`config.mk`:
```
export PLATFORM = sky130hd
export DESIGN_NAME = stcu_post
export DESIGN_NICKNAME = d
export VERILOG_FILES = /design/src/hdl/stcu_pkg.sv /design/src/hdl/stcu_post.sv
export SDC_FILE = /design/constraint.sdc
export NUM_CORES = 1
export LEC_CHECK = 0
export BUFFER_PORTS_ARGS = -buffer_cell sky130_fd_sc_hd__buf_2
export CAP_MARGIN = 0
export CORE_AREA = 2 2 82 84
export CTS_CLUSTER_DIAMETER = 40
export DETAILED_ROUTE_END_ITERATION = 8
export DIE_AREA = 0 0 84 86
export PLACE_DENSITY = 0.9
export SLEW_MARGIN = 0
export SYNTH_ARGS = -nofsm -noshare
export SYNTH_HDL_FRONTEND = slang
export SYNTH_SLANG_ARGS = --single-unit
```
`constraint.sdc`:
```
create_clock -name clk -period 6.8 [get_ports clk]
set_input_delay 0.34 -clock clk [delete_from_list [all_inputs] [get_ports clk]]
set_output_delay 0.34 -clock clk [all_outputs]
set_load 0.02 [all_outputs]
```
`src/hdl/stcu_pkg.sv`:
```
// ----------------------------------------------------------------------------
// stcu_pkg: shared types and constants of the two-point calibration unit
// Register codes, calibration word, pipeline sideband and divider word.
// ----------------------------------------------------------------------------
package stcu_pkg;

  // Input, register and result widths
  localparam int SAMPLE_W = 16;
  localparam int CFG_W    = 16;
  localparam int IDX_W    = 3;
  localparam int VALUE_W  = 32;

  // Datapath widths: raw difference, scaled span, base, product, quotient
  localparam int DIFF_W = SAMPLE_W + 1;
  localparam int SPAN_W = 16;
  localparam int BASE_W = 15;
  localparam int PROD_W = DIFF_W + SPAN_W;
  localparam int QUO_W  = 32;
  localparam int DEN_W  = 16;

  // Scale shifts: temperature x32, humidity x128
  localparam int TEMP_SHIFT = 5;
  localparam int HUM_SHIFT  = 7;

  // Configuration register codes
  typedef enum logic [IDX_W-1:0] {
    REG_TEMP_LOW_POINT  = 3'd0,
    REG_TEMP_HIGH_POINT = 3'd1,
    REG_TEMP_LOW_RAW    = 3'd2,
    REG_TEMP_HIGH_RAW   = 3'd3,
    REG_HUM_LOW_POINT   = 3'd4,
    REG_HUM_HIGH_POINT  = 3'd5,
    REG_HUM_LOW_RAW     = 3'd6,
    REG_HUM_HIGH_RAW    = 3'd7
  } stcu_reg_t;

  // Channel select codes
  localparam logic FUNC_TEMP = 1'b0;
  localparam logic FUNC_HUM  = 1'b1;

  // Full set of calibration registers
  typedef struct packed {
    logic [9:0]  temp_low_point_x8;
    logic [9:0]  temp_high_point_x8;
    logic [15:0] temp_low_raw;
    logic [15:0] temp_high_raw;
    logic [7:0]  hum_low_point_x2;
    logic [7:0]  hum_high_point_x2;
    logic [15:0] hum_low_raw;
    logic [15:0] hum_high_raw;
  } stcu_cal_t;

  // Sideband that travels with a word through the divider
  typedef struct packed {
    logic              neg;
    logic              err;
    logic [BASE_W-1:0] base;
  } stcu_side_t;

  // One word in the divider pipeline
  typedef struct packed {
    logic [DEN_W-1:0] rem;
    logic [QUO_W-1:0] acc;
    logic [DEN_W-1:0] den;
    stcu_side_t       side;
  } stcu_div_t;

endpackage

```
`src/hdl/stcu_post.sv`:
```
// ----------------------------------------------------------------------------
// stcu_post: output stage
// Restores the sign, adds the base point, saturates and registers the word.
// ----------------------------------------------------------------------------
module stcu_post (
  input  logic                         clk,
  input  logic                         rst,
  input  logic                         en,
  input  logic                         in_valid,
  input  stcu_pkg::stcu_div_t          in_word,
  output logic                         out_valid,
  output logic [stcu_pkg::VALUE_W-1:0] value,
  output logic                         div_error
);
  import stcu_pkg::*;

  localparam int SUM_W = QUO_W + 2;

  logic [QUO_W:0]     quo_s;
  logic [SUM_W-1:0]   sum;
  logic [VALUE_W-1:0] value_next;
  logic               valid;

  // Signed quotient plus base, clamped to 32 bits; zero on a divide error
  always_comb begin
    quo_s = in_word.side.neg ? (QUO_W+1)'(-{1'b0, in_word.acc}) : {1'b0, in_word.acc};
    sum   = {quo_s[QUO_W], quo_s} + SUM_W'(in_word.side.base);
    if (in_word.side.err) begin
      value_next = '0;
    end else if (sum[SUM_W-1:VALUE_W-1] == '0 || sum[SUM_W-1:VALUE_W-1] == '1) begin
      value_next = sum[VALUE_W-1:0];
    end else if (sum[SUM_W-1]) begin
      value_next = {1'b1, {(VALUE_W-1){1'b0}}};
    end else begin
      value_next = {1'b0, {(VALUE_W-1){1'b1}}};
    end
  end

  // Output register
  always_ff @(posedge clk) begin
    if (en) begin
      value     <= value_next;
      div_error <= in_word.side.err;
    end
  end

  always_ff @(posedge clk) begin
    if (rst) begin
      valid <= 1'b0;
    end else if (en) begin
      valid <= in_valid;
    end
  end

  assign out_valid = valid;

endmodule
```
==> results.json <==
{
  "initial_utilization": 0.550,
  "ir_drop_mv": 0.117,
  "ios": 119,
  "grt_max_degree": 37,
  "drc": 0,
  "wire_per_inst_um": 15.5,
  "yosysWarnings": 0,
  "worst-setup-path-type": "input port to register",
  "status": "finished, final reports clean",
  "grt_pass1_vias": 2926,
  "drt_first_pass_iters": 5,
  "async_flop_share": 0,
  "h-tree-depth": 2,
  "core_um2": 6280,
  "p_int_mw": 0.457,
  "skew_ns": 0,
  "fin_crit_ns": 4.53,
  "crit_path_end": "value[23]",
  "yosysSeqAreaShare": 0.293,
  "p_switching_mw": 0.252,
  "yosys-top-cells-area": "edfxtp_1 (29%), xnor2_1 (8.1%), ha_1 (5.8%), xor2_1 (4.3%), o21ai_0 (4.1%)",
  "clockBufferDepth": 2,
  "leakage_nw": 1.58,
  "place.detailed.hpwl_mm": 6.66,
  "gp_congestion": 0.889,
  "yosys_register_bits": 34,
  "syn_area_um2": 3450,
  "io_buffers": 86,
  "syn_nets": 475,
  "seq_power_share": 0.377,
  "cts_resized": 0,
  "synth_top_area_frac": 0.287,
  "reg2reg_slack_ns": 6.22,
  "rows": 29,
  "end_kind": "register",
  "rr_startpoint": "out_valid",
  "max_freq_ghz": 0.221,
  "worstPathMaxFanout": 17,
  "fillers": 524,
  "synth.largest_area_cell": "edfxtp_1",
  "drv_slew": 0,
  "track_usage": 0.230,
  "startpoint": "in_word[37]",
  "drtAntennaViolNets": 0,
  "final_nets": 555,
  "dieArea_um2": 7220,
  "postCtsSetupBuffers": 0,
  "final_common_cell": "buf_2",
  "clk_latency_ns": 0.28,
  "fin_util": 0.639,
  "synth-edff-count": 33,
  "start_kind": "input port",
  "min_path_type": "input port to register",
  "cp.required_ns": 6.81,
  "cts_root_buf": "clkbuf_8",
  "final.setup.tns_ns": 0,
  "grt_pass1_wl_mm": 13.6,
  "viasPerCell": 6.00,
  "syn_avg_cell_area_um2": 9.26,
  "report.final.setup_viol": 0,
  "drive_gt1_frac": 0.282,
  "ys_types": 64,
  "whs_ns": 0.209,
  "worstPathArrival_ns": 4.55,
  "drt_iter0_markers": 252,
  "synth_cells": 373,
  "final-hold-violation-count": 0,
  "vias": 3188,
  "worst_r2r_path_depth": 2,
  "cts_tree": "done",
  "area_growth_pct": 16.2,
  "r2r_end": "out_valid",
  "postCtsHoldBufs": 0,
  "period_share": 0.667,
  "clock_sinks": 34,
  "synth_ff_type": "edfxtp_1",
  "worst_pin_slew_ns": 1.13,
  "clk_pin_slew_worst_paths_ns": 0.06,
  "maxCapViolations": 0,
  "power_frac_clock": 0.206,
  "fp.dieW_um": 84,
  "diodes": 0,
  "power_density_nw_per_um2": 177,
  "wl_mm": 8.22,
  "relSlewSlack": 0.238,
  "overflow": 0,
  "rsz0062_at_grt": "no",
  "antenna_found_initial": 0,
  "die_h_um": 86,
  "switching_share": 0.356,
  "power_frac_comb": 0.417,
  "final_cell_mix": "buf_2 (86), edfxtp_1 (33), xnor2_1 (32), o21ai_0 (28), nor2_1 (26)",
  "cts_made_buffers": 5
}
synth_stat cells (3+ instances only):
cell type / instances
nand3_1: 4
o21ai_1: 3
o211ai_1: 4
nand4_1: 5
edfxtp_1: 33
o41ai_1: 6
a31o_2: 3
nor2b_1: 4
o21ai_2: 11
mux2i_1: 3
o22ai_1: 4
a21oi_1: 22
nand2b_1: 7
a21o_1: 5
a211oi_1: 5
o311a_1: 3
clkbuf_1: 6
or3_4: 3
ha_1: 16
o31ai_1: 9
nand4b_1: 3
inv_1: 10
a31oi_1: 4
nand2_1: 22
and2_1: 3
o21ai_0: 28
nor4_1: 5
nor4_4: 3
o21a_1: 3
or3_1: 4
and3_1: 5
nor2_1: 26
nor3_1: 11
xor2_1: 17
buf_2: 5
xnor2_1: 32
layout make-up:
| type | instances | area, um^2 | share of cell area |
|---|---|---|---|
| timing repair buffer | 90 | 460 | 0.115 |
| clock inverter | 1 | 5.00 | 0.00125 |
| tap | 77 | 96.3 | 0.0240 |
| inverter | 10 | 37.5 | 0.00935 |
| clock buffer | 7 | 86.3 | 0.0215 |
| multi-input combinational | 312 | 2320 | 0.577 |
| sequential | 34 | 1010 | 0.252 |
worst min path at each step:
stage,startpoint,endpoint,slack (ns),cells after the start
after global routing,rst,out_valid,0.22,2
after detailed placement,out_valid,out_valid,0.49,2
after floorplan,rst,out_valid,0.41,1
after CTS,rst,out_valid,0.20,2
final,rst,out_valid,0.21,2
after global placement,out_valid,out_valid,0.49,2
cell families after synthesis:
logic type | synth area share
AO/OA/AOI/OAI | 0.259
AND/OR/NAND/NOR | 0.211
XOR/XNOR | 0.124
flip-flops | 0.293
buffers and inverters | 0.0402
adder cells (fa/ha/maj) | 0.0638
multiplexers | 0.00870
worst max-delay path, cell delays in order:
cell	delay [ns]
buf_2	0.13
nor4_4	0.49
nand4b_2	0.33
o21ai_0	0.31
xnor2_1	0.10
ha_1	0.41
nand3_1	0.14
nor2_1	0.15
nand2_1	0.07
o21ai_0	0.34
o21a_1	0.28
nand4_1	0.16
o21a_1	0.25
o31ai_4	0.57
buf_4	0.34
o31ai_1	0.12
power by group through the flow:
stage                     registers (mW)  logic, mW  clock network, mW
final                              0.267      0.296              0.146
after global routing               0.270      0.323              0.159
after CTS                          0.268      0.292              0.149
after detailed placement           0.272      0.291                  0
after global placement             0.272      0.283                  0
after floorplan                    0.306      0.171                  0
routing by layer:
layer / GRT usage / part of all wire / vias up
li1: - / - / 1593
met1: 0.322 / 0.46 / 1441
met2: 0.372 / 0.46 / 138
met3: 0.0241 / 0.064 / 16
met4: 0.0806 / 0.020 / 0
met5: 0 / 0 / -
per-stage QoR:
step	total power, mW	std cells	worst slack, ns	instance area, um^2
6_report	0.709	531	2.27	4010
5_1_grt	0.751	531	1.91	4010
4_1_cts	0.708	531	2.33	4010
3_5_place_dp	0.563	523	2.04	3920
3_3_place_gp	0.554	523	2.17	3920
2_1_floorplan	0.478	373	2.43	3450
registers in the layout (all words and copies together) (netlist names):
| name | count |
|---|---|
| value | 32 |
| div_error | 1 |
| out_valid | 1 |
Note: power is estimated with default switching activity, not from simulation.
