==> config.mk <==
export PLATFORM = sky130hd
export DESIGN_NAME = stcu_divider
export DESIGN_NICKNAME = d
export VERILOG_FILES = /design/src/hdl/stcu_pkg.sv /design/src/hdl/stcu_div_step.sv /design/src/hdl/stcu_divider.sv
export SDC_FILE = /design/constraint.sdc
export NUM_CORES = 2
export LEC_CHECK = 0
export ABC_AREA = 1
export BUFFER_PORTS_ARGS = -buffer_cell sky130_fd_sc_hd__buf_2
export CAP_MARGIN = 20
export CORE_MARGIN = 2
export CORE_UTILIZATION = 35
export CTS_BUF_LIST = sky130_fd_sc_hd__clkbuf_16
export DETAILED_ROUTE_END_ITERATION = 10
export HOLD_SLACK_MARGIN = 0.02
export PLACE_DENSITY = 0.49
export SLEW_MARGIN = 20
export SYNTH_ARGS = -nofsm -noshare
export SYNTH_HDL_FRONTEND = slang
export SYNTH_HIERARCHICAL = 1
export SYNTH_SLANG_ARGS = --single-unit
export TNS_END_PERCENT = 100
==> constraint.sdc <==
create_clock -name clk -period 2.13 [get_ports clk]
set_input_delay 0.5325 -clock clk [delete_from_list [all_inputs] [get_ports clk]]
set_output_delay 0.5325 -clock clk [all_outputs]
set_load 0.02 [all_outputs]
==> src/hdl/stcu_pkg.sv <==
// ----------------------------------------------------------------------------
// stcu_pkg: shared types and constants of the two-point calibration unit
// Register codes, calibration word, pipeline sideband and divider word.
// ----------------------------------------------------------------------------
package stcu_pkg;

  // Input, register and result widths
  localparam int SAMPLE_W = 16;
  localparam int CFG_W    = 16;
  localparam int IDX_W    = 3;
  localparam int VALUE_W  = 32;

  // Datapath widths: raw difference, scaled span, base, product, quotient
  localparam int DIFF_W = SAMPLE_W + 1;
  localparam int SPAN_W = 16;
  localparam int BASE_W = 15;
  localparam int PROD_W = DIFF_W + SPAN_W;
  localparam int QUO_W  = 32;
  localparam int DEN_W  = 16;

  // Scale shifts: temperature x32, humidity x128
  localparam int TEMP_SHIFT = 5;
  localparam int HUM_SHIFT  = 7;

  // Configuration register codes
  typedef enum logic [IDX_W-1:0] {
    REG_TEMP_LOW_POINT  = 3'd0,
    REG_TEMP_HIGH_POINT = 3'd1,
    REG_TEMP_LOW_RAW    = 3'd2,
    REG_TEMP_HIGH_RAW   = 3'd3,
    REG_HUM_LOW_POINT   = 3'd4,
    REG_HUM_HIGH_POINT  = 3'd5,
    REG_HUM_LOW_RAW     = 3'd6,
    REG_HUM_HIGH_RAW    = 3'd7
  } stcu_reg_t;

  // Channel select codes
  localparam logic FUNC_TEMP = 1'b0;
  localparam logic FUNC_HUM  = 1'b1;

  // Full set of calibration registers
  typedef struct packed {
    logic [9:0]  temp_low_point_x8;
    logic [9:0]  temp_high_point_x8;
    logic [15:0] temp_low_raw;
    logic [15:0] temp_high_raw;
    logic [7:0]  hum_low_point_x2;
    logic [7:0]  hum_high_point_x2;
    logic [15:0] hum_low_raw;
    logic [15:0] hum_high_raw;
  } stcu_cal_t;

  // Sideband that travels with a word through the divider
  typedef struct packed {
    logic              neg;
    logic              err;
    logic [BASE_W-1:0] base;
  } stcu_side_t;

  // One word in the divider pipeline
  typedef struct packed {
    logic [DEN_W-1:0] rem;
    logic [QUO_W-1:0] acc;
    logic [DEN_W-1:0] den;
    stcu_side_t       side;
  } stcu_div_t;

endpackage

==> src/hdl/stcu_div_step.sv <==
// ----------------------------------------------------------------------------
// stcu_div_step: one registered step of the restoring divider
// Shifts one dividend bit into the remainder and sets one quotient bit.
// ----------------------------------------------------------------------------
module stcu_div_step (
  input  logic                clk,
  input  logic                rst,
  input  logic                en,
  input  logic                in_valid,
  input  stcu_pkg::stcu_div_t in_word,
  output logic                out_valid,
  output stcu_pkg::stcu_div_t out_word
);
  import stcu_pkg::*;

  logic [DEN_W:0]   trial;
  logic [DEN_W:0]   diff;
  logic             fits;
  stcu_div_t        word_next;
  logic             valid;
  stcu_div_t        word;

  // Try subtracting the divisor from the shifted remainder
  always_comb begin
    trial     = {in_word.rem, in_word.acc[QUO_W-1]};
    diff      = trial - {1'b0, in_word.den};
    fits      = (trial >= {1'b0, in_word.den});
    word_next = in_word;
    word_next.rem = fits ? diff[DEN_W-1:0] : trial[DEN_W-1:0];
    word_next.acc = {in_word.acc[QUO_W-2:0], fits};
  end

  // Register the step
  always_ff @(posedge clk) begin
    if (en) begin
      word <= word_next;
    end
  end

  always_ff @(posedge clk) begin
    if (rst) begin
      valid <= 1'b0;
    end else if (en) begin
      valid <= in_valid;
    end
  end

  assign out_valid = valid;
  assign out_word  = word;

endmodule

==> src/hdl/stcu_divider.sv <==
// ----------------------------------------------------------------------------
// stcu_divider: pipelined unsigned divider
// One quotient bit per stage; the quotient replaces the dividend bits.
// ----------------------------------------------------------------------------
module stcu_divider (
  input  logic                clk,
  input  logic                rst,
  input  logic                en,
  input  logic                in_valid,
  input  stcu_pkg::stcu_div_t in_word,
  output logic                out_valid,
  output stcu_pkg::stcu_div_t out_word
);
  import stcu_pkg::*;

  logic      valid [QUO_W+1];
  stcu_div_t word  [QUO_W+1];

  assign valid[0] = in_valid;
  assign word[0]  = in_word;

  // Chain of divider steps
  for (genvar i = 0; i < QUO_W; i++) begin : g_step
    stcu_div_step u_step (
      .clk       (clk),
      .rst       (rst),
      .en        (en),
      .in_valid  (valid[i]),
      .in_word   (word[i]),
      .out_valid (valid[i+1]),
      .out_word  (word[i+1])
    );
  end

  assign out_valid = valid[QUO_W];
  assign out_word  = word[QUO_W];

endmodule

==> impl_metrics.env <==
export IMPL_slew_headroom_pct=50.9
export IMPL_worstSetupPathType="reg2reg"
export IMPL_required_ns=2.75
export IMPL_maxCapViolCount=0
export IMPL_fin_nets=14700
export IMPL_regToRegSetupSlack_ns=-0.07
export IMPL_layout_setup_ws_ns=-0.0739
export IMPL_yosysWarnings=6
export IMPL_finalHoldViolCount=0
export IMPL_core_area_um2=349000
export IMPL_critPathArrivalTime_ns=2.83
export IMPL_seqPwrFrac_pct=32.3
export IMPL_yosys_area_top_type="edfxtp_1"
export IMPL_drt_iter0_drc=4490
export IMPL_clkPwrFrac_pct=21.9
export IMPL_dr_wl_met3_mm=10.3
export IMPL_clock_skew_ns=0.0686
export IMPL_grt_pass1_wl_mm=485
export IMPL_hold_ws_ns=0.108
export IMPL_grt_max_degree=91
export IMPL_cts_max_level=5
export IMPL_synthTopCellsByCount="3672 x nand2_1, 2592 x edfxtp_1, 1910 x inv_1"
export IMPL_seqCellArea_um2=78500
export IMPL_numClockSinks=2624
export IMPL_cts_root_buf="clkbuf_16"
export IMPL_ys_types=39
export IMPL_vdd_ir_drop_max_uv=685
export IMPL_num_vias=84800
export IMPL_syn2layout_area_growth_pct=36.6
export IMPL_tightest_slew_ns=0.736
export IMPL_dr_wl_met2_mm=156
export IMPL_synthCells=11300
export IMPL_gp_congestion=0.869
export IMPL_rsz0062_at_grt="yes"
export IMPL_cts_clk_slew_worst_paths_ns=0.06
export IMPL_synth_top_area_share_pct=63.6
export IMPL_combPwrFrac_pct=45.9
export IMPL_fin_area_um2=167000
export IMPL_status="finished with violations"
export IMPL_fin_cells=18900
export IMPL_die_w_um=595
export IMPL_reg2reg_depth=12
export IMPL_r2r_end="g_step[7].u_step/out_word[68]$_DFFE_PP_"
export IMPL_multi_input_area_um2=44700
export IMPL_hp_start="in_word[75]"
export IMPL_cts_tree="yes"
export IMPL_fillers=32100
export IMPL_final_min_clock_period_ns=2.20
export IMPL_violations="setup timing"
export IMPL_ant_nets=0
export IMPL_highest_layer="met5"
export IMPL_grt_pass1_vias=84400
export IMPL_wire_per_inst_um=17.1
export IMPL_p_sw_mw=85.4
export IMPL_num_io_pins=167
export IMPL_global_route_overflow_total=0
export IMPL_die_area_um2=354000
export IMPL_p_total_mw=233
export IMPL_drive_above_1_share_pct=34.9
export IMPL_dp_hpwl_mm=233
export IMPL_min_to="g_step[0].u_step/out_word[76]$_DFFE_PP_"
export IMPL_track_usage_pct=17.4
export IMPL_start_util_pct=35.1
export IMPL_rows=217
export IMPL_clock_fmax_mhz=454
export IMPL_cts_buffers=301
export IMPL_cp_end_kind="flip-flop"
export IMPL_place_area_um2=142000
export IMPL_yosysSeqAreaShare_pct=64.2
export IMPL_finalSetupViolations=37
export IMPL_hold_path_class="in2reg"
export IMPL_synthArstFlopShare_pct=0
export IMPL_synth_seq_cells=2624
export IMPL_hold_path_depth=4
export IMPL_synthTopCellsByArea="edfxtp_1 64%, nand2_1 11%, inv_1 5.9%"
export IMPL_drv_slew=0
export IMPL_die_h_um=595
export IMPL_power_share_switching_pct=36.6
export IMPL_dp_cells=17800
export IMPL_drt_pass1_iterations=5
export IMPL_drc_errors=0
export IMPL_avgSynthCellArea_um2=10.8
export IMPL_antenna_found_initial=6
export IMPL_synthMostInstantiatedCell="nand2_1"
export IMPL_crit_path_start_kind="flip-flop"
export IMPL_yosys_most_used_dff="edfxtp_1"
export IMPL_setup_tns_final_ns=-1.12
export IMPL_port_buffers=166
export IMPL_synth_enable_flop_cells=2592
export IMPL_timing_rr_start="g_step[6].u_step/out_word[19]$_DFFE_PP_"
export IMPL_ctsLongestPathBuffers=4
export IMPL_fin_crit_sh_pct=103
export IMPL_met1_length_mm=149
export IMPL_wl_mm=324
export IMPL_p_leak_nw=74.1
export IMPL_p_int_mw=148
export IMPL_critPathMaxFanout=6
export IMPL_syn_nets=12000
export IMPL_power_density_nw_per_um2=1400
export IMPL_clk_latency_ns=0.93
export IMPL_via_per_inst=4.48
export IMPL_syn_cell_area_um2=122000
==> sequential cells by signal, indices dropped and copies added, names as in the netlist <==
| register | count |
|---|---|
| g_step.u_step/out_valid | 32 |
| g_step.u_step/out_word | 2592 |
==> power by group through the flow <==
| stage | registers (mW) | logic [mW] | clock network, mW |
|---|---|---|---|
| 6_report | 75.3 | 107 | 51.0 |
| 5_1_grt | 76.0 | 118 | 54.9 |
| 4_1_cts | 74.5 | 91.7 | 53.1 |
| 3_5_place_dp | 74.7 | 84.0 | 0 |
| 3_3_place_gp | 74.8 | 84.0 | 0 |
| 2_1_floorplan | 71.7 | 50.1 | 0 |
==> critical path, cell delays in order (launching register included) <==
cell and delay, ns:
edfxtp_1 0.47, inv_2 0.08, ha_4 0.32, nand2_2 0.08
nor2_4 0.12, nand3_4 0.10, nand3_4 0.11, nand2_2 0.07
nand2_4 0.08, clkinvlp_4 0.17, clkbuf_16 0.22, nand2_4 0.06
nand2_2 0.05
==> cell usage in the layout, fill, tap and decap left out, drive strengths merged, types with 10 or more instances in the layout <==
master	count
xnor2	42
inv	2008
or2	22
nand4	127
ha	512
edfxtp	2592
nand2	3895
clkinv	121
a21oi	288
fa	32
nand3b	44
nor2	581
clkinvlp	19
bufinv	27
nand3	717
clkbuf	327
dlygate4sd3	69
and2	55
xor2	160
mux2i	32
o21bai	22
buf	2463
o21ai	53
dfxtp	32
nor3	65
o21a	10
==> per-layer routing <==
metal / vias to the layer above / GRT usage (%)
li1: 42800 / -
met1: 40400 / 23.6
met2: 1172 / 29.5
met3: 465 / 2.17
met4: 2 / 4.71
met5: - / 0
==> cells by family after synthesis <==
group | after synthesis | synth area share [%]
compound gates | 373 | 1.67
xor+xnor | 202 | 1.45
fa+ha+maj | 544 | 5.76
buf+inv | 2046 | 7.06
flops | 2624 | 64.2
mux | 32 | 0.262
simple gates | 5508 | 19.6
==> cell type report <==
type | instances | area share (%)
inverter | 1940 | 4.39
timing repair buffer | 2551 | 12.5
sequential | 2624 | 47.0
clock inverter | 235 | 1.26
tap | 4599 | 3.45
multi-input combinational | 6676 | 26.8
antenna | 1 | 0.00150
clock buffer | 308 | 4.61
==> timing repair <==
action                                 in CTS  in global routing
pin swaps                                 128                551
setup endpoints to repair                 454                510
gates resized for setup                   583               1550
endpoints found under the hold margin      82                  0
setup buffers                             191                346
gates cloned                               11                 31
hold buffers                               69                  0
==> through the flow <==
stage	util, %	setup slack, ns
2_1_floorplan	-	0.100
3_3_place_gp	40.6	-0.474
3_5_place_dp	40.6	-0.433
4_1_cts	45.1	-0.171
5_1_grt	47.9	-0.157
6_report	47.9	-0.0739
==> how the worst max path moves through the flow <==
stage | end | depth (start not counted) | startpoint | slack (ns)
finish | g_step[7].u_step/out_word[68]$_DFFE_PP_ | 12 | g_step[6].u_step/out_word[19]$_DFFE_PP_ | -0.07
global route | g_step[7].u_step/out_word[71]$_DFFE_PP_ | 14 | g_step[6].u_step/out_word[19]$_DFFE_PP_ | -0.16
CTS | out_word[51] | 1 | g_step[31].u_step/out_word[51]$_DFFE_PP_ | -0.17
detailed placement | g_step[7].u_step/out_word[78]$_DFFE_PP_ | 11 | g_step[6].u_step/out_word[19]$_DFFE_PP_ | -0.43
global placement | g_step[7].u_step/out_word[66]$_DFFE_PP_ | 10 | g_step[6].u_step/out_word[19]$_DFFE_PP_ | -0.47
floorplan | g_step[0].u_step/out_word[71]$_DFFE_PP_ | 14 | in_word[19] | 0.10
Note: power is estimated with default switching activity, not from simulation.
