### config.mk
export PLATFORM = sky130hd
export DESIGN_NAME = stcu_prep
export DESIGN_NICKNAME = d
export VERILOG_FILES = /design/src/hdl/stcu_pkg.sv /design/src/hdl/stcu_prep.sv
export SDC_FILE = /design/constraint.sdc
export NUM_CORES = 1
export LEC_CHECK = 0
export ABC_CLOCK_PERIOD_IN_PS = 6600
export CAP_MARGIN = 20
export CORE_MARGIN = 8
export CORE_UTILIZATION = 30
export DETAILED_ROUTE_END_ITERATION = 8
export DONT_BUFFER_PORTS = 1
export PLACE_DENSITY = 0.55
export SLEW_MARGIN = 20
export SYNTH_ARGS = -nofsm -noshare
export SYNTH_HDL_FRONTEND = slang
export SYNTH_SLANG_ARGS = --single-unit
export TNS_END_PERCENT = 20
### constraint.sdc
create_clock -name clk -period 6.6 [get_ports clk]
set_input_delay 1.32 -clock clk [delete_from_list [all_inputs] [get_ports clk]]
set_output_delay 1.32 -clock clk [all_outputs]
set_load 0.005 [all_outputs]
### src/hdl/stcu_pkg.sv
// ----------------------------------------------------------------------------
// stcu_pkg: shared types and constants of the two-point calibration unit
// Register codes, calibration word, pipeline sideband and divider word.
// ----------------------------------------------------------------------------
package stcu_pkg;

  // Input, register and result widths
  localparam int SAMPLE_W = 16;
  localparam int CFG_W    = 16;
  localparam int IDX_W    = 3;
  localparam int VALUE_W  = 32;

  // Datapath widths: raw difference, scaled span, base, product, quotient
  localparam int DIFF_W = SAMPLE_W + 1;
  localparam int SPAN_W = 16;
  localparam int BASE_W = 15;
  localparam int PROD_W = DIFF_W + SPAN_W;
  localparam int QUO_W  = 32;
  localparam int DEN_W  = 16;

  // Scale shifts: temperature x32, humidity x128
  localparam int TEMP_SHIFT = 5;
  localparam int HUM_SHIFT  = 7;

  // Configuration register codes
  typedef enum logic [IDX_W-1:0] {
    REG_TEMP_LOW_POINT  = 3'd0,
    REG_TEMP_HIGH_POINT = 3'd1,
    REG_TEMP_LOW_RAW    = 3'd2,
    REG_TEMP_HIGH_RAW   = 3'd3,
    REG_HUM_LOW_POINT   = 3'd4,
    REG_HUM_HIGH_POINT  = 3'd5,
    REG_HUM_LOW_RAW     = 3'd6,
    REG_HUM_HIGH_RAW    = 3'd7
  } stcu_reg_t;

  // Channel select codes
  localparam logic FUNC_TEMP = 1'b0;
  localparam logic FUNC_HUM  = 1'b1;

  // Full set of calibration registers
  typedef struct packed {
    logic [9:0]  temp_low_point_x8;
    logic [9:0]  temp_high_point_x8;
    logic [15:0] temp_low_raw;
    logic [15:0] temp_high_raw;
    logic [7:0]  hum_low_point_x2;
    logic [7:0]  hum_high_point_x2;
    logic [15:0] hum_low_raw;
    logic [15:0] hum_high_raw;
  } stcu_cal_t;

  // Sideband that travels with a word through the divider
  typedef struct packed {
    logic              neg;
    logic              err;
    logic [BASE_W-1:0] base;
  } stcu_side_t;

  // One word in the divider pipeline
  typedef struct packed {
    logic [DEN_W-1:0] rem;
    logic [QUO_W-1:0] acc;
    logic [DEN_W-1:0] den;
    stcu_side_t       side;
  } stcu_div_t;

endpackage

### src/hdl/stcu_prep.sv
// ----------------------------------------------------------------------------
// stcu_prep: front end of the calibration pipeline
// Three stages: channel select and differences, multiply, sign and magnitude.
// ----------------------------------------------------------------------------
module stcu_prep (
  input  logic                          clk,
  input  logic                          rst,
  input  logic                          en,
  input  stcu_pkg::stcu_cal_t           cal,
  input  logic                          in_valid,
  input  logic                          func,
  input  logic [stcu_pkg::SAMPLE_W-1:0] sample,
  output logic                          out_valid,
  output stcu_pkg::stcu_div_t           out_word
);
  import stcu_pkg::*;

  // Stage 1 combinational
  logic [SAMPLE_W-1:0] o0;
  logic [SAMPLE_W-1:0] o1;
  logic [10:0]         temp_dx;
  logic [8:0]          hum_dx;
  logic [SPAN_W-1:0]   span_c;
  logic [BASE_W-1:0]   base_c;

  // Stage registers
  logic                     v1;
  logic                     v2;
  logic                     v3;
  logic signed [DIFF_W-1:0] s1_diff;
  logic signed [SPAN_W-1:0] s1_span;
  logic signed [DIFF_W-1:0] s1_den;
  logic [BASE_W-1:0]        s1_base;
  logic signed [PROD_W-1:0] s2_prod;
  logic signed [DIFF_W-1:0] s2_den;
  logic [BASE_W-1:0]        s2_base;
  stcu_div_t                s3_word;

  // Stage 3 combinational
  logic [PROD_W-1:0] prod_mag;
  logic [DIFF_W-1:0] den_mag;

  // Select the channel's calibration points and scale the span and base
  always_comb begin
    temp_dx = {1'b0, cal.temp_high_point_x8} - {1'b0, cal.temp_low_point_x8};
    hum_dx  = {1'b0, cal.hum_high_point_x2} - {1'b0, cal.hum_low_point_x2};
    if (func == FUNC_HUM) begin
      o0     = cal.hum_low_raw;
      o1     = cal.hum_high_raw;
      span_c = {hum_dx, {HUM_SHIFT{1'b0}}};
      base_c = {cal.hum_low_point_x2, {HUM_SHIFT{1'b0}}};
    end else begin
      o0     = cal.temp_low_raw;
      o1     = cal.temp_high_raw;
      span_c = {temp_dx, {TEMP_SHIFT{1'b0}}};
      base_c = {cal.temp_low_point_x8, {TEMP_SHIFT{1'b0}}};
    end
  end

  // Stage 1: differences of sample and raw points
  always_ff @(posedge clk) begin
    if (en) begin
      s1_diff <= $signed({sample[SAMPLE_W-1], sample}) - $signed({o0[SAMPLE_W-1], o0});
      s1_den  <= $signed({o1[SAMPLE_W-1], o1}) - $signed({o0[SAMPLE_W-1], o0});
      s1_span <= $signed(span_c);
      s1_base <= base_c;
    end
  end

  // Stage 2: numerator product
  always_ff @(posedge clk) begin
    if (en) begin
      s2_prod <= PROD_W'(s1_diff) * PROD_W'(s1_span);
      s2_den  <= s1_den;
      s2_base <= s1_base;
    end
  end

  // Stage 3: split into sign and magnitudes for the divider
  always_comb begin
    prod_mag = s2_prod[PROD_W-1] ? PROD_W'(-s2_prod) : PROD_W'(s2_prod);
    den_mag  = s2_den[DIFF_W-1] ? DIFF_W'(-s2_den) : DIFF_W'(s2_den);
  end

  always_ff @(posedge clk) begin
    if (en) begin
      s3_word.rem       <= '0;
      s3_word.acc       <= prod_mag[QUO_W-1:0];
      s3_word.den       <= den_mag[DEN_W-1:0];
      s3_word.side.neg  <= s2_prod[PROD_W-1] ^ s2_den[DIFF_W-1];
      s3_word.side.err  <= (s2_den == '0);
      s3_word.side.base <= s2_base;
    end
  end

  // Advance valid bits with the data
  always_ff @(posedge clk) begin
    if (rst) begin
      v1 <= 1'b0;
      v2 <= 1'b0;
      v3 <= 1'b0;
    end else if (en) begin
      v1 <= in_valid;
      v2 <= v1;
      v3 <= v2;
    end
  end

  assign out_valid = v3;
  assign out_word  = s3_word;

endmodule

==> results.md <==
| Item | This run |
|---|---|
| Outcome | finished clean |
| Worst path slowest cell | edfxtp_1 |
| Clock root buffer | clkbuf_16 |
| Clk_skew | 0.0112 ns |
| Proportion of synthesized chip area in sequential cells | 31.3% |
| Placer's final routability congestion estimate | 0.841 |
| Via count of the first global-routing pass | 10600 |
| Overall global routing resource usage | 12.0% |
| Post-Layout Cell Count | 2181 |
| Number of buffers created by CTS | 17 |
| Number of I/O port buffers | 0 |
| DRC viols | 0 |
| Wire length of the first global-routing pass | 57800 µm |
| Critical path arrival | 6.29 ns |
| Vert. Die Dim | 247 µm |
| Synth area leaders | edfxtp_1 31%, fa_1 22%, ha_1 12%, inv_1 5.5%, xnor2_1 4.1% |
| Latest clock arrival within the worst-skew pair | 0.45 ns |
| Remaining antenna violation count | 0 |
| Crit path kind | reg -> reg |
| Die area | 0.0610 mm² |
| Critical path required time | 6.81 ns |
| Clock-pin transition on the worst setup and hold timing paths | 0.07 ns |
| Count of antenna diodes in the layout | 0 |
| Max transition margin | 52.2% |
| Worst reg-to-reg path cell count | 16 |
| Post-CTS repair timing setup buffer count | 0 |
| Number of vias in the routed layout | 10100 |
| Synth-to-Final Area Change | 7.65% |
| Max-capacitance violation count | 0 |
| Max-slew violation count | 0 |
| IO Count | 203 |
| Largest stage delay, worst path | 0.54 ns |
| # rows | 84 |
| Count of yosys warnings during synthesis | 0 |
| Crit Path Max Fanout | 13 |
| Wirelength, routed | 36100 µm |
| Maximum buffer depth of the clock tree | 2 |
| Count of final setup violators | 0 |
| Worst-Margin Slew | 0.714 ns |
| DPL Wire Length | 29700 µm |
| Fraction of synthesized cell area taken by the top area cell type | 31.0% |
| Total negative slack for setup checks | 0 ns |
| Number of instances on the worst hold path | 0 |
| Ordered list of cells on the worst path | inv_1 > nor2_1 > fa_1 > fa_1 > fa_1 > fa_1 > fa_1 > fa_1 > ha_1 > a21o_1 > a22oi_1 > o211ai_1 > a21oi_1 > o21ai_0 > a21oi_1 > xnor2_1 |
| Mapped Area | 0.0160 mm² |
| Leading register cell type out of synthesis | edfxtp_1 |
| Hold buffers post-CTS | 0 |
| Share of post-route cells with drive strength above 1 | 4.42% |
| Peak Freq | 0.164 GHz |
| Path category of the worst min-delay check | reg -> reg |
| # resized after CTS | 0 |
| Syn avg cell area | 10.6 µm² |
| CP endpoint kind | flop |
| Largest net degree at the start of global routing | 169 |
| Final Critical Period | 6.08 ns |
| Number of clock sinks | 168 |
| Post-layout utilization of the core | 32.7% |
| RSZ-0062 raised after global routing | no |
| Drt via density | 4.63 |
| Starting utilization of the core area | 30.4% |
| Number of antenna violations at the first check in global routing | 1 |
| Number of enable-type register cells in the synthesized netlist | 165 |
| Post-route fraction of the period consumed by the critical path | 92.2% |
| Met1 routing resource usage after global routing | 14.7% |
| Met2 global-route usage | 20.4% |
| Routed wire length per instance | 16.5 µm |
| Initial drt markers | 424 |
| Placeable core region | 0.0527 mm² |
| Fraction of met3 tracks used by global routing | 3.81% |
| CTS H-Tree Depth | 4 |
| Proportion of register bits with asynchronous set or reset after synthesis | 0% |
| Placed cell count | 2149 |
| Crit path launch type | flop |
| Most repeated library cell on the critical path | fa_1 |
| Synthesized instance count | 1503 |
| Top cell type by total area after synthesis | edfxtp_1 |
| Most utilized layer in the global route result | met2 |
| Chip Width | 247 µm |
| Pre-Repair DR Iteration Count | 5 |
| Unique masters post-synth | 61 |
| Net total in the final layout | 1926 |
| Residual overflow from global routing | 0 |
| Final hold violations | 0 |
| CTS tree | built |
| Seq cells post-synth | 168 |
==> per-stage QoR <==
step           setup WS (ns)  area [µm²]  hold WS (ns)
5_1_grt                0.195       17200         0.418
3_5_place_dp           0.513       16600         0.405
4_1_cts                0.505       17200         0.420
2_1_floorplan          0.951       16100         0.400
3_3_place_gp           0.615       16600         0.402
6_report               0.515       17200         0.420
==> cell type report <==
| cell class | count | area [µm²] |
|---|---|---|
| repair buffers | 5 | 37.5 |
| well taps | 688 | 861 |
| multi-input cells | 1052 | 9820 |
| fillers | 5318 | 35400 |
| clock buffers | 18 | 429 |
| inverters | 236 | 886 |
| clock inverters | 14 | 171 |
| flip-flops and latches | 168 | 5010 |
==> cell usage after synthesis (15+ instances only) <==
| cell | count |
|---|---|
| a21oi_1 | 36 |
| and2_1 | 78 |
| buf_4 | 26 |
| clkbuf_1 | 43 |
| edfxtp_1 | 165 |
| fa_1 | 174 |
| ha_1 | 151 |
| inv_1 | 235 |
| mux2_2 | 15 |
| mux2i_1 | 22 |
| nand2_1 | 142 |
| nand2b_1 | 16 |
| nor2_1 | 57 |
| nor3_1 | 19 |
| o21a_1 | 15 |
| o21ai_0 | 57 |
| xnor2_1 | 75 |
| xor2_1 | 21 |
==> flip-flops by register name, summed over array words and instances, names as in the netlist, 10 cells and up <==
name      cells
out_word     55
s2_prod      28
s1_den       17
s1_diff      17
s2_den       17
s1_span      11
s1_base      10
s2_base      10
==> worst max-delay path: cells and delay by family (launching register included) <==
kind,cells,cell delay [ns]
simple gates,1,0.14
fa+ha+maj,7,3.38
flops,1,0.54
compound gates,6,1.28
buf+inv,1,0.41
xor+xnor,1,0.08
==> layout by cell type, fill, tap and decap left out, types with 17 or more instances in the layout <==
master,count
mux2i_1,22
nand2_1,142
inv_1,235
and2_1,78
conb_1,26
a21oi_1,36
xor2_1,21
edfxtp_1,165
xnor2_1,75
nor3_1,19
nor2_1,57
fa_1,174
clkbuf_16,17
o21ai_0,57
ha_1,151
==> cell families (layout without fill, tap and decap cells) <==
family / Yosys count / count (layout) / share of synthesized area (%)
other: 1 / 26 / 0.0234
AND/OR/NAND/NOR: 371 / 371 / 11.5
multiplexers: 37 / 37 / 2.43
flip-flops: 168 / 168 / 31.3
AO/OA/AOI/OAI: 197 / 197 / 8.05
XOR/XNOR: 96 / 96 / 5.26
adder cells (fa/ha/maj): 325 / 325 / 33.6
buffers and inverters: 308 / 273 / 7.84
==> path summary, 6_finish.rpt <==
kind / startpoint / end / slack, ns
min: s1_base[14]$_DFFE_PP_ / s2_base[14]$_DFFE_PP_ / 0.42
max reg2reg: s1_span[15]$_DFFE_PP_ / s2_prod[28]$_DFFE_PP_ / 0.52
min reg2reg: s1_base[14]$_DFFE_PP_ / s2_base[14]$_DFFE_PP_ / 0.42
max: s1_span[15]$_DFFE_PP_ / s2_prod[28]$_DFFE_PP_ / 0.52
==> routing by layer <==
layer  wire length, µm  up-vias
met1             15500     4982
met4               400        2
met5                11        -
met3              2250       24
met2             17900      214
li1                  -     4880
Power is left out: the tool's default activity adds up to more than one toggle a clock period on the data nets, which glitch-free logic cannot reach.
