--- src/hdl/stcu_pkg.sv ---
// ----------------------------------------------------------------------------
// stcu_pkg: shared types and constants of the two-point calibration unit
// Register codes, calibration word, pipeline sideband and divider word.
// ----------------------------------------------------------------------------
package stcu_pkg;

  // Input, register and result widths
  localparam int SAMPLE_W = 16;
  localparam int CFG_W    = 16;
  localparam int IDX_W    = 3;
  localparam int VALUE_W  = 32;

  // Datapath widths: raw difference, scaled span, base, product, quotient
  localparam int DIFF_W = SAMPLE_W + 1;
  localparam int SPAN_W = 16;
  localparam int BASE_W = 15;
  localparam int PROD_W = DIFF_W + SPAN_W;
  localparam int QUO_W  = 32;
  localparam int DEN_W  = 16;

  // Scale shifts: temperature x32, humidity x128
  localparam int TEMP_SHIFT = 5;
  localparam int HUM_SHIFT  = 7;

  // Configuration register codes
  typedef enum logic [IDX_W-1:0] {
    REG_TEMP_LOW_POINT  = 3'd0,
    REG_TEMP_HIGH_POINT = 3'd1,
    REG_TEMP_LOW_RAW    = 3'd2,
    REG_TEMP_HIGH_RAW   = 3'd3,
    REG_HUM_LOW_POINT   = 3'd4,
    REG_HUM_HIGH_POINT  = 3'd5,
    REG_HUM_LOW_RAW     = 3'd6,
    REG_HUM_HIGH_RAW    = 3'd7
  } stcu_reg_t;

  // Channel select codes
  localparam logic FUNC_TEMP = 1'b0;
  localparam logic FUNC_HUM  = 1'b1;

  // Full set of calibration registers
  typedef struct packed {
    logic [9:0]  temp_low_point_x8;
    logic [9:0]  temp_high_point_x8;
    logic [15:0] temp_low_raw;
    logic [15:0] temp_high_raw;
    logic [7:0]  hum_low_point_x2;
    logic [7:0]  hum_high_point_x2;
    logic [15:0] hum_low_raw;
    logic [15:0] hum_high_raw;
  } stcu_cal_t;

  // Sideband that travels with a word through the divider
  typedef struct packed {
    logic              neg;
    logic              err;
    logic [BASE_W-1:0] base;
  } stcu_side_t;

  // One word in the divider pipeline
  typedef struct packed {
    logic [DEN_W-1:0] rem;
    logic [QUO_W-1:0] acc;
    logic [DEN_W-1:0] den;
    stcu_side_t       side;
  } stcu_div_t;

endpackage

--- src/hdl/stcu_regs.sv ---
// ----------------------------------------------------------------------------
// stcu_regs: calibration register file
// Takes register writes and keeps the low bits of each register's width.
// ----------------------------------------------------------------------------
module stcu_regs (
  input  logic                        clk,
  input  logic                        rst,
  input  logic                        cfg_we,
  input  logic [stcu_pkg::IDX_W-1:0]  cfg_index,
  input  logic [stcu_pkg::CFG_W-1:0]  cfg_data,
  output stcu_pkg::stcu_cal_t         cal
);
  import stcu_pkg::*;

  stcu_cal_t regs;
  stcu_cal_t regs_next;

  // Decode the write into the register set
  always_comb begin
    regs_next = regs;
    if (cfg_we) begin
      case (stcu_reg_t'(cfg_index))
        REG_TEMP_LOW_POINT:  regs_next.temp_low_point_x8  = cfg_data[9:0];
        REG_TEMP_HIGH_POINT: regs_next.temp_high_point_x8 = cfg_data[9:0];
        REG_TEMP_LOW_RAW:    regs_next.temp_low_raw       = cfg_data;
        REG_TEMP_HIGH_RAW:   regs_next.temp_high_raw      = cfg_data;
        REG_HUM_LOW_POINT:   regs_next.hum_low_point_x2   = cfg_data[7:0];
        REG_HUM_HIGH_POINT:  regs_next.hum_high_point_x2  = cfg_data[7:0];
        REG_HUM_LOW_RAW:     regs_next.hum_low_raw        = cfg_data;
        REG_HUM_HIGH_RAW:    regs_next.hum_high_raw       = cfg_data;
        default:             regs_next = regs;
      endcase
    end
  end

  // Hold the registers
  always_ff @(posedge clk) begin
    if (rst) begin
      regs <= '0;
    end else begin
      regs <= regs_next;
    end
  end

  assign cal = regs;

endmodule

--- config.mk ---
export PLATFORM = sky130hd
export DESIGN_NAME = stcu_regs
export DESIGN_NICKNAME = d
export VERILOG_FILES = /design/src/hdl/stcu_pkg.sv /design/src/hdl/stcu_regs.sv
export SDC_FILE = /design/constraint.sdc
export NUM_CORES = 1
export LEC_CHECK = 0
export ABC_AREA = 1
export BUFFER_PORTS_ARGS = -buffer_cell sky130_fd_sc_hd__buf_2
export CORE_MARGIN = 3
export CORE_UTILIZATION = 30
export DETAILED_ROUTE_END_ITERATION = 8
export GPL_TIMING_DRIVEN = 0
export PLACE_DENSITY = 0.57
export SYNTH_ARGS = -nofsm -noshare
export SYNTH_HDL_FRONTEND = slang
export SYNTH_SLANG_ARGS = --single-unit
--- constraint.sdc ---
create_clock -name clk -period 1.25 [get_ports clk]
set_input_delay 0.125 -clock clk [delete_from_list [all_inputs] [get_ports clk]]
set_output_delay 0.125 -clock clk [all_outputs]
set_load 0.03 [all_outputs]
==> impl_metrics.env, run 1 <==
export IMPL_area_delta_synth_final_pct=27.97
export IMPL_path_class="reg2out"
export IMPL_ctsResizeCount=0
export IMPL_cts_setup_buffers=0
export IMPL_crit_chain="buf_2"
export IMPL_synthesis_instances=571
export IMPL_synth_top_cell_area_share=0.5120
export IMPL_critPathMaxFanout=2
export IMPL_numClockSinks=100
export IMPL_cellLeakagePower_uw=0.002505
export IMPL_syn_nets=593
export IMPL_route_detailed_drc=0
export IMPL_path_buf_inv=1
export IMPL_gp_congestion=0.8361
export IMPL_grt_pass1_wl_mm=19.64
export IMPL_wl_per_cell_um=14.10
export IMPL_period_needed_ns=1.053
export IMPL_antenna_left=0
export IMPL_worst_path_largest_cell_delay_ns=0.37
export IMPL_io_pin_count=122
export IMPL_slowest_stage="dfxtp_1"
export IMPL_drt_total_wl_mm=12.38
export IMPL_vias=3901
export IMPL_start_util=0.3086
export IMPL_htree_num_levels=3
export IMPL_yosys_cell_types_count=10
export IMPL_root_buffer="clkbuf_16"
export IMPL_finalClockSkew_ns=0
export IMPL_antenna_cells=0
export IMPL_syn_avg_cell_area_um2=6.848
export IMPL_irDropWorstVdd_uv=508.8
export IMPL_ys_flop_type="dfxtp_1"
export IMPL_cts_buffers=9
export IMPL_rsz0062_at_grt="no"
export IMPL_via_per_inst=4.443
export IMPL_grt_use_total=0.1754
export IMPL_end_kind="output pin"
export IMPL_cts_tree="done"
export IMPL_fin_tns_setup_ns=0
export IMPL_ys_warn_count=0
export IMPL_synth_most_common_cell="nor2_1"
export IMPL_n_fill_cell=1377
export IMPL_synth_seq_cells=100
export IMPL_arrival_ns=0.93
export IMPL_dpl_hpwl_mm=9.193
export IMPL_max_clock_freq_mhz=949.9
export IMPL_synth_seq_area_share=0.5120
export IMPL_start_kind="flip-flop"
export IMPL_drtIter0Drc=174
export IMPL_dr_max_layer_used="met4"
export IMPL_clk_latency_ns=0.34
export IMPL_outcome="completed"
export IMPL_whs_ns=0.1853
export IMPL_clkTransAtPathRegs_ns=0.06
export IMPL_instances_no_fill=878
export IMPL_numPortBuffers=121
export IMPL_placementRows=41
export IMPL_hp_class="in2reg"
export IMPL_grt_max_degree=15
export IMPL_critPathTopFamily="flip-flops"
export IMPL_max_cap_viol_count=0
export IMPL_firstDrtPassIters=4
export IMPL_report_power_total_uw=6944
export IMPL_ctsHoldBuffers=0
export IMPL_grt_pass1_vias=3825
export IMPL_cts_buffer_depth=2
export IMPL_dieWidth_um=120.2
export IMPL_hold_viol=0
export IMPL_slew_headroom=0.6358
export IMPL_drv_slew=0
export IMPL_ys_async_sr_fraction=0
export IMPL_gr_total_overflow=0
export IMPL_die_area_um2=14440
export IMPL_largest_reg_flops=100
export IMPL_power_density_nw_per_um2=1388
export IMPL_worst_slew_pin_transition_ns=0.5444
export IMPL_routed_wl_met2_mm=5.888
export IMPL_setup_viol=0
export IMPL_antenna_found_initial=0
export IMPL_fp_dieH_um=120.2
export IMPL_cp_required_ns=1.12
export IMPL_layout_drive_gt1_share=0.2210
export IMPL_post_synth_instance_area_um2=3910
export IMPL_synth_edf_count=0
export IMPL_core_um2=12670
export IMPL_yosys_area_top_type="dfxtp_1"
export IMPL_final_util=0.3949
export IMPL_wl_met1_mm=5.260
export IMPL_synthTopCellsByCount="nor2_1 (206), nand2_1 (122), dfxtp_1 (100), nand3_1 (84), inv_1 (22)"
export IMPL_wl_met3_mm=1.005
export IMPL_nNetsFinal=725
export IMPL_synthTopCellsByArea="dfxtp_1 (51%), nor2_1 (20%), nand2_1 (12%), nand3_1 (11%), inv_1 (2.1%)"
export IMPL_place_inst=864
export IMPL_min_period_over_period=0.8422
## tightest hold or removal path: stages
cell and delay [ns]:
buf_2 0.09, inv_1 0.08, nand2_1 0.08, nand2_1 0.05, nor2_1 0.07
## cells in the final DEF (no fill, tap or decap)
cell type,instances
dfxtp_1,100
nand3_1,84
buf_1,10
inv_2,1
nor2_2,6
inv_1,22
nor2_1,206
bufinv_16,1
buf_2,137
nand2_1,122
clkinv_2,2
clkbuf_1,6
clkbuf_16,9
## routing by layer
layer / global-route usage / up-vias
li1: - / 2025
met1: 0.2175 / 1745
met2: 0.2880 / 115
met3: 0.04713 / 16
met4: 0.07230 / 0
met5: 0 / -
## layout make-up
| class | instances | area [um^2] | share of cell area |
|---|---|---|---|
| flip-flops and latches | 100 | 2002 | 0.4001 |
| multi-input cells | 418 | 1689 | 0.3376 |
| repair buffers | 121 | 605.6 | 0.1210 |
| clock buffers | 11 | 232.7 | 0.04651 |
| well taps | 172 | 215.2 | 0.04301 |
| plain buffers | 30 | 132.6 | 0.02651 |
| inverters | 23 | 86.33 | 0.01725 |
| clock inverters | 3 | 40.04 | 0.008002 |
## stage by stage
stage | setup slack, ns | cell area (um^2)
floorplan | 0.2568 | 3910
global placement | -0.1493 | 4731
detailed placement | -0.1513 | 4731
CTS | 0.1920 | 5004
global route | 0.04268 | 5004
finish | 0.1973 | 5004
## final timing paths
kind / slack (ns) / from / cells after the start / to
hold / removal: 0.19 / cfg_data[15] / 5 / cal[15]$_SDFFE_PP0P_
hold reg to reg: 0.47 / cal[52]$_SDFFE_PP0P_ / 2 / cal[52]$_SDFFE_PP0P_
setup reg to reg: 0.65 / cal[29]$_SDFFE_PP0P_ / 2 / cal[29]$_SDFFE_PP0P_
setup / recovery: 0.20 / cal[50]$_SDFFE_PP0P_ / 1 / cal[50]
## power by group
group	total [uW]	internal [uW]	switching (uW)
Combinational	925	252	673
Sequential	3360	3300	57.1
Clock	2660	1520	1140
Total	6940	5070	1870
## cell families after synthesis
group | synth area share
flip-flops | 0.5120
AND/OR/NAND/NOR | 0.4320
buffers and inverters | 0.05600
(Power assumes the default switching activity.)
==> run 2: changes to the inputs <==
Clock period 1.25 ns to 1 ns, I/O delays scaled along.
==> run 2 against run 1 <==
Effect of this change:
- clock skew unchanged
- final cell count unchanged
- routed wire length increased by 0.12%
==> impl_metrics.env, run 2 (synthesis gave the netlist of run 1 again) <==
export IMPL_outcome="completed"
export IMPL_drtIter0Drc=164
export IMPL_fin_tns_setup_ns=0
export IMPL_hold_viol=0
export IMPL_path_class="reg2out"
export IMPL_worst_slew_pin_transition_ns=0.5268
export IMPL_cp_required_ns=0.90
export IMPL_critPathMaxFanout=2
export IMPL_layout_commonest_cell="nor2_1"
export IMPL_power_density_nw_per_um2=1665
export IMPL_setup_viol=0
export IMPL_gr_usage_met3=0.04665
export IMPL_io_pin_count=122
export IMPL_gr_max_usage_layer="met2"
export IMPL_firstDrtPassIters=4
export IMPL_area_delta_synth_final_pct=34.59
export IMPL_drv_slew=0
export IMPL_critPathTopFamily="flip-flops"
export IMPL_drt_total_wl_mm=12.40
export IMPL_gr_total_overflow=0
export IMPL_rr_startpoint="cal[44]$_SDFFE_PP0P_"
export IMPL_arrival_ns=0.88
export IMPL_whs_ns=0.1516
export IMPL_crit_end="cal[62]"
export IMPL_fp_dieH_um=120.2
export IMPL_report_power_total_uw=8763
export IMPL_start_util=0.3086
export IMPL_htree_num_levels=3
export IMPL_numClockSinks=100
export IMPL_final_area_um2=5263
export IMPL_grtUsageMet2=0.2898
export IMPL_cts_buffers=9
export IMPL_layout_drive_gt1_share=0.2380
export IMPL_nNetsFinal=725
export IMPL_rsz0062_at_grt="yes"
export IMPL_cts_tree="done"
export IMPL_r2r_setup_slack_ns=0.39
export IMPL_numPortBuffers=121
export IMPL_path_depth=1
export IMPL_max_cap_viol_count=0
export IMPL_path_buf_inv=1
export IMPL_cts_buffer_depth=2
export IMPL_crit_chain="clkbuf_4"
export IMPL_period_needed_ns=0.9757
export IMPL_grt_use_total=0.1760
export IMPL_wl_per_cell_um=14.12
export IMPL_clkTransAtPathRegs_ns=0.06
export IMPL_antenna_cells=0
export IMPL_slew_headroom=0.6475
export IMPL_worst_path_largest_cell_delay_ns=0.34
export IMPL_grt_max_degree=15
export IMPL_r2r_end="cal[44]$_SDFFE_PP0P_"
export IMPL_end_kind="output pin"
export IMPL_reg2reg_depth=2
export IMPL_gp_congestion=0.8361
export IMPL_cellLeakagePower_uw=0.002515
export IMPL_min_period_over_period=0.9757
export IMPL_grt_pass1_wl_mm=19.71
export IMPL_grt_pass1_vias=3840
export IMPL_core_um2=12670
export IMPL_via_per_inst=4.432
export IMPL_root_buffer="clkbuf_16"
export IMPL_slowest_stage="dfxtp_1"
export IMPL_antenna_left=0
export IMPL_crit_start="cal[62]$_SDFFE_PP0P_"
export IMPL_placementRows=41
export IMPL_irDropWorstVdd_uv=648.2
export IMPL_route_detailed_drc=0
export IMPL_vias=3891
export IMPL_cts_setup_buffers=0
export IMPL_final_cell_mix="nor2_1 (202), nand2_1 (122), dfxtp_1 (96)"
export IMPL_largest_reg_flops=100
export IMPL_placed_area_um2=4731
export IMPL_dpl_hpwl_mm=9.193
export IMPL_start_kind="flip-flop"
export IMPL_hp_class="in2reg"
export IMPL_clk_latency_ns=0.34
export IMPL_die_area_um2=14440
export IMPL_max_clock_freq_mhz=1025
export IMPL_finalClockSkew_ns=0
export IMPL_final_util=0.4153
export IMPL_ctsHoldBuffers=0
export IMPL_antenna_found_initial=0
export IMPL_dieWidth_um=120.2
export IMPL_gr_usage_met1=0.2181
export IMPL_min_path_cells=5
-- run 2: cell types whose count changed in the layout (fill, tap and decap cells not counted), sizes merged --
cell    change
clkbuf     +19
buf        -19
-- run 2: worst min-delay path by stage --
stage | start | to | slack, ns
after floorplan | cfg_data[15] | cal[15]$_SDFFE_PP0P_ | 0.34
after global placement | cal[63]$_SDFFE_PP0P_ | cal[63]$_SDFFE_PP0P_ | 0.46
after detailed placement | cal[52]$_SDFFE_PP0P_ | cal[52]$_SDFFE_PP0P_ | 0.47
after CTS | cfg_data[15] | cal[79]$_SDFFE_PP0P_ | 0.14
after global routing | cfg_data[14] | cal[14]$_SDFFE_PP0P_ | 0.17
final | cfg_data[13] | cal[13]$_SDFFE_PP0P_ | 0.15
-- run 2: stage by stage --
stage / instances / setup slack, ns
final: 878 / 0.02433
after global routing: 878 / -0.03840
after CTS: 878 / 0.0003668
after detailed placement: 864 / -0.3763
after global placement: 864 / -0.3743
after floorplan: 571 / 0.03182
-- run 2: where the power goes --
| part | internal (uW) | total [uW] | switching [uW] |
|---|---|---|---|
| Combinational | 384 | 1230 | 843 |
| Clock | 1910 | 3330 | 1430 |
| Sequential | 4120 | 4200 | 79.2 |
| Total | 6410 | 8760 | 2350 |
-- run 2: layout make-up --
class / instances / area [um^2]
inverters: 23 / 86.33
plain buffers: 30 / 137.6
well taps: 172 / 215.2
repair buffers: 121 / 844.6
clock inverters: 3 / 40.04
flip-flops and latches: 100 / 2007
fillers: 1349 / 7408
multi-input cells: 418 / 1699
clock buffers: 11 / 232.7
-- run 2: routing by layer --
metal  up-vias  wire length [um]
met5         -                 0
met4         0               248
met3        17               887
met2       106              5929
met1      1744              5329
li1       2024                 -
-- run 2: repair_timing --
item / CTS / global route
endpoints found under the setup margin: 34 / 102
endpoints found under the hold margin: 0 / 0
resized for setup: 34 / 100
==> run 3: changes to the inputs <==
Settings changed: ABC_AREA 1 to default, PLACE_DENSITY 0.57 to 0.56, RECOVER_POWER from default to 25.
==> run 3 against run 2 <==
Effect of this change:
- routed wire length shrank 11%
- hold slack worse by 0.071 ns
- register-to-register slack got worse by 0.02 ns
- count of clock-buffer cells in the layout unchanged
- clock power shrank 2%
- sequential cell count is the same
- global-route usage is 2.4 points lower
- via count decreased by 26%
- synthesized cell count decreased by 37%
- sequential power fell by 2%
- critical path type unchanged
==> impl_metrics.env, run 3 <==
export IMPL_power_density_nw_per_um2=1517
export IMPL_drv_slew=0
export IMPL_yosys_cell_types_count=15
export IMPL_cts_tree="done"
export IMPL_hp_class="in2reg"
export IMPL_routed_wl_met2_mm=5.041
export IMPL_pre_cts_slack_ns=-0.7945
export IMPL_critPathMaxFanout=2
export IMPL_gp_congestion=0.7364
export IMPL_period_needed_ns=0.9729
export IMPL_synth_edf_count=0
export IMPL_synth_seq_cells=100
export IMPL_synth_seq_area_share=0.5008
export IMPL_synth_compound_area_share=0
export IMPL_wl_per_cell_um=16.56
export IMPL_firstDrtPassIters=4
export IMPL_largest_reg_flops=100
export IMPL_gr_total_overflow=0
export IMPL_path_buf_inv=1
export IMPL_htree_num_levels=3
export IMPL_drtIter0Drc=106
export IMPL_dr_max_layer_used="met4"
export IMPL_final_cell_mix="nand2b_1 (116), mux2i_1 (100), dfxtp_1 (92)"
export IMPL_post_synth_instance_area_um2=3998
export IMPL_cellLeakagePower_uw=0.002684
export IMPL_outcome="completed"
export IMPL_antenna_left=0
export IMPL_synthTopCellsByArea="dfxtp_1 (50%), mux2i_1 (25%), nand2b_1 (18%), buf_2 (1.3%), clkbuf_1 (1.2%)"
export IMPL_grt_pass1_vias=2933
export IMPL_drt_total_wl_mm=11.00
export IMPL_n_fill_cell=1265
export IMPL_syn_avg_cell_area_um2=11.10
export IMPL_whs_ns=0.08105
export IMPL_ys_warn_count=0
export IMPL_cts_buffers=9
export IMPL_start_kind="flip-flop"
export IMPL_muxShareOfSynthArea=0.2504
export IMPL_yosys_area_share_simple=0.2059
export IMPL_synth_fa_ha_area_frac=0
export IMPL_synth_top_family_by_area="multiplexers"
export IMPL_wl_met3_um=739
export IMPL_grt_max_degree=16
export IMPL_max_clock_freq_mhz=1028
export IMPL_io_pin_count=122
export IMPL_synthesis_instances=360
export IMPL_cp_required_ns=0.90
export IMPL_setup_viol=0
export IMPL_irDropWorstVdd_uv=777.1
export IMPL_nNetsFinal=509
export IMPL_die_area_um2=14750
export IMPL_clkTransAtPathRegs_ns=0.07
export IMPL_vias=2898
export IMPL_grt_pass1_wl_mm=16.78
export IMPL_finalClockSkew_ns=0
export IMPL_synth_most_common_cell="nand2b_1"
export IMPL_root_buffer="clkbuf_16"
export IMPL_ys_async_sr_fraction=0
export IMPL_route_detailed_drc=0
export IMPL_slowest_stage="dfxtp_1"
export IMPL_synthTopCellsByCount="nand2b_1 (116), dfxtp_1 (100), mux2i_1 (100), clkbuf_1 (13), buf_2 (10)"
export IMPL_worst_slew_pin_transition_ns=0.7208
export IMPL_layout_drive_gt1_share=0.3313
export IMPL_critPathTopFamily="flip-flops"
export IMPL_antenna_cells=0
export IMPL_yosys_area_top_type="dfxtp_1"
export IMPL_via_per_inst=4.364
export IMPL_min_period_over_period=0.9729
export IMPL_numPortBuffers=117
export IMPL_cts_buffer_depth=2
export IMPL_numClockSinks=100
export IMPL_end_kind="output pin"
export IMPL_antenna_found_initial=0
export IMPL_dpl_hpwl_mm=7.831
export IMPL_wl_met1_mm=5.019
export IMPL_grt_use_total=0.1519
export IMPL_ys_flop_type="dfxtp_1"
export IMPL_placementRows=41
export IMPL_core_um2=12820
export IMPL_dieWidth_um=121.4
export IMPL_fin_tns_setup_ns=0
export IMPL_area_delta_synth_final_pct=35.27
export IMPL_worst_path_largest_cell_delay_ns=0.34
export IMPL_worst_slack_ns=0.02707
export IMPL_max_cap_viol_count=0
export IMPL_start_util=0.3117
export IMPL_fp_dieH_um=121.4
export IMPL_synth_xor_area_frac=0
export IMPL_cts_setup_buffers=0
export IMPL_syn_nets=382
export IMPL_clk_latency_ns=0.34
export IMPL_path_class="reg2out"
export IMPL_crit_chain="clkbuf_4"
export IMPL_synth_top_cell_area_share=0.5008
export IMPL_slew_headroom=0.5129
export IMPL_layout_commonest_cell="nand2b_1"
export IMPL_arrival_ns=0.87
export IMPL_hold_viol=0
## run 3: final cells by class
class | instances | area [um^2] | area share
flip-flops and latches | 100 | 2012 | 0.3720
multi-input cells | 225 | 1824 | 0.3373
repair buffers | 117 | 882.1 | 0.1631
clock buffers | 11 | 242.7 | 0.04489
well taps | 172 | 215.2 | 0.03980
plain buffers | 34 | 203.9 | 0.03771
clock inverters | 5 | 27.53 | 0.005090
## run 3: stage by stage
stage	instance area [um^2]	total power [uW]	cells	util
6_report	5408	8206	664	0.4217
5_1_grt	5408	8534	664	0.4217
4_1_cts	5235	8264	665	0.4082
3_5_place_dp	4832	4997	649	0.3768
3_3_place_gp	4832	4985	649	0.3768
2_1_floorplan	4031	4734	360	-
## run 3: worst paths after layout
| kind | endpoint | slack [ns] | cells past startpoint | startpoint |
|---|---|---|---|---|
| setup / recovery | cal[91] | 0.03 | 1 | cal[91]$_SDFFE_PP0P_ |
| hold / removal | cal[60]$_SDFFE_PP0P_ | 0.08 | 3 | cfg_data[12] |
| setup reg to reg | cal[17]$_SDFFE_PP0P_ | 0.37 | 2 | cal[17]$_SDFFE_PP0P_ |
| hold reg to reg | cal[44]$_SDFFE_PP0P_ | 0.47 | 2 | cal[44]$_SDFFE_PP0P_ |
## run 3: power by group
group | internal (uW) | switching [uW]
combinational | 347 | 486
sequential | 4070 | 52.8
clock | 1740 | 1510
total | 6160 | 2050
## run 3: logic make-up (layout without fill, tap and decap cells)
logic type / count (synthesis) / count (layout)
simple gates: 125 / 125
flops: 100 / 100
mux: 100 / 100
buf+inv: 35 / 167
## run 3: worst register-to-register path, stage by stage (launching register included)
cell	delay, ns
dfxtp_1	0.37
nand2b_1	0.07
mux2i_1	0.12
## run 3: repair_timing
| item | in CTS | in global routing |
|---|---|---|
| pin swaps | 0 | 0 |
| endpoints found under the setup margin | 89 | 80 |
| hold buffers | 0 | 0 |
| cloned | 0 | 0 |
| gates resized for setup | 54 | 106 |
## run 3: per-layer routing
layer  global-route usage  vias to the layer above
met3              0.04615                       13
met5                    0                        -
met2               0.2359                       90
li1                     -                     1438
met1               0.1954                     1357
met4              0.06443                        0
